## config.mk

```make
export PLATFORM = sky130hd
export DESIGN_NAME = key_chord_digit_editor_flat
export DESIGN_NICKNAME = d
export VERILOG_FILES = /design/src/sv/kcde_pkg.sv /design/src/sv/kcde_chan_if.sv /design/src/sv/key_chord_digit_editor.sv /design/src/flat_wrapper.sv
export SDC_FILE = /design/constraint.sdc
export NUM_CORES = 1
export LEC_CHECK = 0
export ABC_AREA = 1
export BUFFER_PORTS_ARGS = -buffer_cell sky130_fd_sc_hd__buf_2
export CAP_MARGIN = 20
export CORE_MARGIN = 1.5
export CORE_UTILIZATION = 56
export DETAILED_ROUTE_END_ITERATION = 16
export GPL_TIMING_DRIVEN = 0
export PLACE_DENSITY = 0.78
export SLEW_MARGIN = 10
export SYNTH_ARGS = -nofsm -noshare
export SYNTH_HDL_FRONTEND = slang
export SYNTH_SLANG_ARGS = --single-unit
```

## constraint.sdc

```tcl
create_clock -name clk_i -period 7.24 [get_ports clk_i]
set_clock_uncertainty 0.05 [all_clocks]
set_input_delay 0.724 -clock clk_i [delete_from_list [all_inputs] [get_ports clk_i]]
set_output_delay 0.724 -clock clk_i [all_outputs]
set_load 0.1 [all_outputs]
```

## src/sv/kcde_pkg.sv

```systemverilog
package kcde_pkg;

  localparam int unsigned Digits   = 4;
  localparam int unsigned DigitW   = 4;
  localparam int unsigned IdxW     = 2;
  localparam int unsigned KeyW     = 3;
  localparam int unsigned TimeW    = 32;
  localparam int unsigned HoldW    = 16;
  localparam int unsigned ValueW   = 14;
  localparam int unsigned ActW     = 3;

  typedef logic [Digits-1:0][DigitW-1:0] digits_t;
  typedef logic [IdxW-1:0]               idx_t;

  localparam digits_t         InitDigits = {4'd4, 4'd3, 4'd2, 4'd1};
  localparam idx_t            InitIndex  = idx_t'(3);
  localparam logic [HoldW-1:0] HoldReset = 16'd50;
  localparam logic [DigitW-1:0] DigitMax = 4'd9;
  localparam idx_t            LastIndex  = idx_t'(Digits - 1);

  localparam logic [KeyW-1:0] CHORD_A   = 3'b001;
  localparam logic [KeyW-1:0] CHORD_AB  = 3'b011;
  localparam logic [KeyW-1:0] CHORD_ABC = 3'b111;

  typedef enum logic [ActW-1:0] {
    ACT_NONE    = 3'd0,
    ACT_SELECT  = 3'd1,
    ACT_PLUS    = 3'd2,
    ACT_MINUS   = 3'd3,
    ACT_UNKNOWN = 3'd4
  } action_e;

  typedef struct packed {
    logic [KeyW-1:0]  key_bits;
    logic [TimeW-1:0] now_ms;
  } samp_t;

  typedef struct packed {
    logic [ValueW-1:0] edit_value;
    idx_t              selected_digit;
    logic [Digits-1:0] blink_mask;
    logic [ActW-1:0]   action_taken;
  } res_t;

  function automatic logic [ValueW-1:0] digits_to_bin(input digits_t d);
    logic [ValueW-1:0] acc;
    acc = ValueW'(d[0]) * ValueW'(1000)
        + ValueW'(d[1]) * ValueW'(100)
        + ValueW'(d[2]) * ValueW'(10)
        + ValueW'(d[3]);
    return acc;
  endfunction

endpackage

```

## src/sv/kcde_chan_if.sv

```systemverilog
interface kcde_samp_if;
  import kcde_pkg::*;
  logic  valid;
  logic  ready;
  samp_t data;
  modport source (output valid, output data, input ready);
  modport sink   (input valid, input data, output ready);
endinterface

interface kcde_res_if;
  import kcde_pkg::*;
  logic valid;
  logic ready;
  res_t data;
  modport source (output valid, output data, input ready);
  modport sink   (input valid, input data, output ready);
endinterface

```

## src/sv/key_chord_digit_editor.sv

```systemverilog
// The result is registered: an accepted item passes the input register, then the
// result register, and a stall on the result side can hold it there.
// Throughput: one item per cycle while the result side is not stalled; the update
// path is a 32-bit subtract and compare plus a single digit step, with no iteration.
// Reset (rst_ni low, asynchronous): value 1234, ones digit selected, hold
// 50 ms, no press pending, both pipeline registers empty.
module key_chord_digit_editor (
  input  logic                           clk_i,
  input  logic                           rst_ni,
  input  logic                           cfg_we_i,
  input  logic [kcde_pkg::HoldW-1:0]     cfg_wdata_i,
  kcde_samp_if.sink                      samp_i,
  kcde_res_if.source                     res_o
);
  import kcde_pkg::*;

  logic               s1_vld_q;
  samp_t              s1_q;
  logic               adv;

  logic [HoldW-1:0]   hold_q;
  logic [KeyW-1:0]    chord_q, chord_d;
  logic               press_q, press_d;
  logic               wait_q, wait_d;
  logic [TimeW-1:0]   rtime_q, rtime_d;
  digits_t            digits_q, digits_d;
  idx_t               idx_q, idx_d;
  action_e            act;
  logic [TimeW-1:0]   elapsed;
  logic [DigitW-1:0]  cur;

  logic               out_vld_q;
  res_t               out_q;

  assign adv          = s1_vld_q && (!out_vld_q || res_o.ready);
  assign samp_i.ready = !s1_vld_q || adv;
  assign res_o.valid  = out_vld_q;
  assign res_o.data   = out_q;
  assign elapsed      = s1_q.now_ms - rtime_q;
  assign cur          = digits_q[idx_q];

  always_comb begin
    chord_d  = chord_q;
    press_d  = press_q;
    wait_d   = wait_q;
    rtime_d  = rtime_q;
    digits_d = digits_q;
    idx_d    = idx_q;
    act      = ACT_NONE;
    if (s1_q.key_bits != '0) begin
      chord_d = chord_q | s1_q.key_bits;
      press_d = 1'b1;
      wait_d  = 1'b0;
    end else if (press_q) begin
      if (!wait_q) begin
        wait_d  = 1'b1;
        rtime_d = s1_q.now_ms;
      end else if (elapsed >= TimeW'(hold_q)) begin
        case (chord_q)
          CHORD_A: begin
            act   = ACT_SELECT;
            idx_d = (idx_q == LastIndex) ? '0 : idx_q + idx_t'(1);
          end
          CHORD_AB: begin
            act             = ACT_PLUS;
            digits_d[idx_q] = (cur >= DigitMax) ? '0 : cur + DigitW'(1);
          end
          CHORD_ABC: begin
            act             = ACT_MINUS;
            digits_d[idx_q] = (cur == '0) ? DigitMax : cur - DigitW'(1);
          end
          default: begin
            act = ACT_UNKNOWN;
          end
        endcase
        chord_d = '0;
        press_d = 1'b0;
        wait_d  = 1'b0;
      end
    end
  end

  always_ff @(posedge clk_i or negedge rst_ni) begin
    if (!rst_ni) begin
      hold_q <= HoldReset;
    end else if (cfg_we_i) begin
      hold_q <= cfg_wdata_i;
    end
  end

  always_ff @(posedge clk_i or negedge rst_ni) begin
    if (!rst_ni) begin
      s1_vld_q <= 1'b0;
    end else if (samp_i.ready) begin
      s1_vld_q <= samp_i.valid;
    end
  end

  always_ff @(posedge clk_i) begin
    if (samp_i.ready && samp_i.valid) begin
      s1_q <= samp_i.data;
    end
  end

  always_ff @(posedge clk_i or negedge rst_ni) begin
    if (!rst_ni) begin
      chord_q   <= '0;
      press_q   <= 1'b0;
      wait_q    <= 1'b0;
      rtime_q   <= '0;
      digits_q  <= InitDigits;
      idx_q     <= InitIndex;
      out_vld_q <= 1'b0;
    end else begin
      if (adv) begin
        chord_q  <= chord_d;
        press_q  <= press_d;
        wait_q   <= wait_d;
        rtime_q  <= rtime_d;
        digits_q <= digits_d;
        idx_q    <= idx_d;
      end
      if (adv) begin
        out_vld_q <= 1'b1;
      end else if (res_o.ready) begin
        out_vld_q <= 1'b0;
      end
    end
  end

  always_ff @(posedge clk_i) begin
    if (adv) begin
      out_q.edit_value     <= digits_to_bin(digits_d);
      out_q.selected_digit <= idx_d;
      out_q.blink_mask     <= Digits'(1) << idx_d;
      out_q.action_taken   <= act;
    end
  end

endmodule

```

## src/flat_wrapper.sv

```systemverilog
// flat-port wrapper written by rule: the top's interface ports become plain ports
module key_chord_digit_editor_flat import kcde_pkg::*;
  (clk_i, rst_ni, cfg_we_i, cfg_wdata_i, samp_i_valid, samp_i_data, samp_i_ready, res_o_valid, res_o_data, res_o_ready);
  kcde_samp_if samp_i_i ();
  kcde_res_if res_o_i ();
  input  logic clk_i;
  input  logic rst_ni;
  input  logic cfg_we_i;
  input  logic [kcde_pkg::HoldW-1:0] cfg_wdata_i;
  input wire logic [$bits(samp_i_i.valid)-1:0] samp_i_valid;
  input wire logic [$bits(samp_i_i.data)-1:0] samp_i_data;
  output wire logic [$bits(samp_i_i.ready)-1:0] samp_i_ready;
  output wire logic [$bits(res_o_i.valid)-1:0] res_o_valid;
  output wire logic [$bits(res_o_i.data)-1:0] res_o_data;
  input wire logic [$bits(res_o_i.ready)-1:0] res_o_ready;
  assign samp_i_i.valid = samp_i_valid;
  assign samp_i_i.data = samp_i_data;
  assign samp_i_ready = samp_i_i.ready;
  assign res_o_valid = res_o_i.valid;
  assign res_o_data = res_o_i.data;
  assign res_o_i.ready = res_o_ready;
  key_chord_digit_editor u_core (.clk_i(clk_i), .rst_ni(rst_ni), .cfg_we_i(cfg_we_i), .cfg_wdata_i(cfg_wdata_i), .samp_i(samp_i_i), .res_o(res_o_i));
endmodule
```

# After elaboration in Yosys (flattened, before gate mapping)
# Cells that the tools add are included.
[totals]
ff_bits = 131
latchBits = 0
ramBits = 0
rom_bits = 0
out_inout_bits = 25
wordCells = 91
mem_count = 0
[classes]
add_sub_neg = 7
multipliers = 3
div_mod_pow = 0
n_lt_le_gt_ge = 4
n_eq_ne = 4
n_shift = 1
muxes = 32
bitwise = 5
reduce_logical = 17
[op_table]
columns = ["operator", "n"]
rows = [
  ["16-bit two-way mux", 4],
  ["16-bit bitwise mux", 2],
  ["32-bit by 16-bit >= comparator with 1-bit output", 1],
  ["16-bit case mux with 2 select lines", 1],
  ["32-bit subtractor", 1],
  ["4-bit two-way mux", 4],
  ["14-bit by 11-bit adder with 14-bit output", 1],
  ["14-bit by 4-bit adder with 14-bit output", 1],
  ["14-bit by 8-bit adder with 14-bit output", 1],
  ["2-bit two-way mux", 6],
  ["3-bit two-way mux", 4],
  ["4-bit by 7-bit multiplier with 11-bit output (second input constant)", 1],
  ["4-bit by 5-bit multiplier with 9-bit output (second input constant)", 1],
  ["3-bit case mux with 3 select lines", 1],
  ["4-bit binary-select mux with 2-bit select", 1],
  ["4-bit demux with 2-bit select", 1],
  ["1-bit two-way mux", 8],
  ["4-bit AND reduction", 2],
  ["2-bit nonzero test", 4],
  ["4-bit by 3-bit multiplier with 7-bit output (second input constant)", 1],
  ["4-bit by 1-bit adder with 4-bit output (second input constant)", 1],
  ["4-bit >= comparator (second input constant)", 1],
  ["4-bit zero test", 1],
  ["1-bit inverter", 4],
  ["other kinds (16)", 20],
]

# Depth between registers and ports, before layout
[depth]
ltp_word = 14
ltp_mapped = 51
ltp_nobuf = 50

# Worst setup path after synthesis
# No wires, ideal clock.
[synth_timing]
kind = "reg2reg"
from = "register u_core.rtime_q[0]"
to = "register u_core.out_q (netlist bit u_core.res_o.data[22]), data pin"
arrival_time_ps = 6512
path_slack_ps = 426
path_stages_with_launch = 43
path_buffers = 0
synth_period_minus_slack_ps = 6814
path_cell_list = "dfrtp_1 ha_1 fa_1 inv_1 nand3_1 nand3_1 nand3_1 nand3_1 xor2_1 ha_1 a21oi_1 nor3_1 a211oi_1 nand3_1 nor2_1 nand2_1 nor2_1 nand2_2 (+7 left out) fa_1 inv_1 ha_1 a21oi_1 nand2_1 xnor2_1 inv_1 ha_1 ha_1 ha_1 nand2_1 nand2_1 a21oi_1 o21ai_0 xor2_1 inv_1 nand3_1 nand2_1"
[synth_rtl]
columns = ["element", "line_no", "source"]
rows = [
  ["from (decl)", "key_chord_digit_editor.sv:25", "logic [TimeW-1:0] rtime_q, rtime_d;"],
  ["from (signal assigned)", "key_chord_digit_editor.sv:119", "rtime_q <= rtime_d;"],
  ["to (decl)", "key_chord_digit_editor.sv:33", "res_t out_q;"],
]

==> impl_metrics.toml <==
[sta]
setup_ws_ns = 0.0748
report.final.slew_viol_count = 0
fin_crit_ns = 7.17
fmax_mhz = 140
relSlewSlack = 0.314
setup_viol = 0
hold_viol = 0
final.setup.tns_ns = 0
finalCritPeriodShare = 0.990
tightestPinTransition_ns = 1.03
rsz0062_at_grt = "true"

[placed_design]
globalplace.congestion = 0.957
io_buffer_count = 80
dp_slack_ns = -0.442
hpwl_um = 18500

[synth]
seq_area_frac_synth = 0.353
synth_top_area_cell = "edfxtp_1"
synth_fp_nets = 1546
synth_top_cell_area_share = 0.172
synth_cell_types = 41
synth-async-reset-ratio = 0.557
synth_edf_count = 58
avgSynthCellArea_sq_um = 7.41
synth_area_leaders = "edfxtp_1 (17%), dfrtp_1 (16%), nand2_1 (15%), ha_1 (13%), inv_1 (10%)"
synthesis.area_sq_um = 10100
synth_warnings = 0
synth_ff_type = "dfrtp_1"
synthCells = 1367
synth-seq-cells = 131

[drt]
drt-pass1-iter-count = 8
route.detailed.drc = 0
antenna_left = 0
drt_wl_total_um = 27100
vias = 9208
drt_iter0_markers = 567
wl_per_cell_um = 15.5
viasPerCell = 5.26

[layout]
nets = 1687
syn2layout_area_growth_pct = 24.3
diodes = 0
layout-drive-gt1-share = 0.221
utilization = 0.706
fillers = 1353

[global_routing]
grt_pass1_vias = 8357
grt_use_total = 0.269
met3_usage = 0.0460
grt_pass1_wl_um = 39000
grt_antenna_before_repair = 0
busiest_layer = "met2"
grt_util_met2 = 0.476
grt_max_degree = 45
use_met1 = 0.318
grt_overflow = 0

[floorplanning]
floorplan.initialDensity = 0.568
fp.dieH_um = 138
die_x_um = 138
dieArea_sq_um = 18900
io-pin-count = 81
core-area_sq_um = 17800
fp-row-count = 49

[worst_setup_path]
cp-end-kind = "flip-flop"
critPathRequiredTime_ns = 7.39
rrSetupSlack_ns = 0.07
path_class = "flip-flop to flip-flop"
cpPeakStageDelay_ns = 0.50
critPathLaunchType = "flip-flop"
cp_max_fo = 6
cpMaxStageDelayCell = "fa_1"
crit_arrival_ns = 7.31

[job]
maxCapViolCount = 0

[worst_hold_path]
hold_class = "input port to asynchronous set/reset pin"

[clock_tree]
cts_root_buf = "clkbuf_16"
clock_latency_ns = 0.44
ctsHoldBuffers = 0
cts.htree.levels = 4
cts_sinks = 131
cts_inserted_buffers = 17
cts_tree = "done"
cts_max_path_buffers = 2
clk_pin_slew_ns = 0.07

[status]
status = "completed"
[worst max-delay path, delay by kind of cell (launching register included)]
family	cells	cell delay, ns
buffers and inverters	7	0.44
flip-flops	1	0.44
AO/OA/AOI/OAI	7	1.19
adder cells (fa/ha/maj)	8	2.46
XOR/XNOR	2	0.25
AND/OR/NAND/NOR	20	2.09
[routing by layer]
layer,wire length [um],up-vias
li1,-,4549
met1,11100,4292
met2,13500,280
met3,1270,87
met4,1220,0
met5,0,-
[timing repair]
item,CTS,global route
setup endpoints to repair,4,5
cloned,0,1
resized for setup,38,129
pin swaps,8,85
setup buffers,5,34
[cell usage after synthesis (2+ instances only)]
master,number
mux2_2,2
dfrtp_1,63
a21oi_1,56
o21a_1,2
nor3_1,10
nand3b_1,2
inv_2,6
nand4_1,8
xor2_1,25
a22o_1,2
nand3_2,2
ha_1,105
nor2_1,91
nor2_2,5
nand2_2,8
nor2_4,2
nand3_1,49
o21ai_2,4
nand2_4,3
o22ai_1,8
o21bai_1,5
edfxtp_1,58
fa_1,18
o21ai_1,12
xnor2_1,8
or2_2,2
buf_6,2
inv_1,276
and2_1,2
nand2_1,409
dfstp_2,10
o21ai_0,83
clkbuf_1,17
or2_0,5
[through the flow]
step | instances | area (sq um) | hold slack, ns
after CTS | 1715 | 11800 | 0.173
after global routing | 1750 | 12600 | 0.201
after detailed placement | 1678 | 10900 | 0.426
final | 1750 | 12600 | 0.172
after global placement | 1676 | 10800 | 0.418
after floorplan | 1367 | 10100 | 0.378
[area by class of cell]
cell class	count	area, sq um	area share
clock inverters	15	169	0.0134
repair buffers	122	772	0.0613
multi-input cells	934	6190	0.492
flip-flops and latches	131	3580	0.284
inverters	282	1070	0.0849
well taps	229	287	0.0228
clock buffers	17	425	0.0338
plain buffers	20	97.6	0.00775
[layout by cell type (no fill, tap or decap), drive strengths merged, types with 10 or more instances in the layout]
| cell type | synthesis | routed |
|---|---|---|
| o21ai | 99 | 99 |
| dfrtp | 63 | 63 |
| nand2 | 420 | 420 |
| edfxtp | 58 | 58 |
| fa | 18 | 18 |
| ha | 105 | 105 |
| inv | 282 | 289 |
| a21oi | 56 | 56 |
| clkbuf | 17 | 35 |
| nor2 | 98 | 98 |
| nand3 | 51 | 51 |
| dfstp | 10 | 10 |
| xor2 | 25 | 25 |
| nor3 | 11 | 11 |
| buf | 3 | 124 |
[cells by family (layout without fill, tap and decap cells)]
family	count (synthesis)	count (layout)	share of synthesized area
AO/OA/AOI/OAI	176	176	0.0932
XOR/XNOR	33	33	0.0285
adder cells (fa/ha/maj)	123	123	0.165
buffers and inverters	302	456	0.114
flip-flops	131	131	0.353
multiplexers	2	2	0.00222
AND/OR/NAND/NOR	600	600	0.244
[state kept, by name, indices dropped and copies added (netlist names)]
register and cells:
u_core.press_q 1, u_core.idx_q 2, u_core.digits_q 16, u_core.res_o.valid 1
u_core.res_o.data 23, u_core.s1_q 35, u_core.s1_vld_q 1, u_core.chord_q 3
u_core.wait_q 1, u_core.rtime_q 32, u_core.hold_q 16
[worst paths after layout]
path	from	end	cells past startpoint
max	u_core.s1_q[3]	u_core.res_o.data[21]	44
min	rst_ni	u_core.hold_q[3]	1
max reg2reg	u_core.s1_q[3]	u_core.res_o.data[21]	44
min reg2reg	u_core.s1_q[30]	u_core.rtime_q[30]	2
max in group asynchronous	rst_ni	u_core.digits_q[9]	2
min in group clk_i	samp_i_data[29]	u_core.s1_q[29]	1
Power is not shown: default switching activity piles up to over one toggle a cycle in this logic, so the estimate is an artifact.
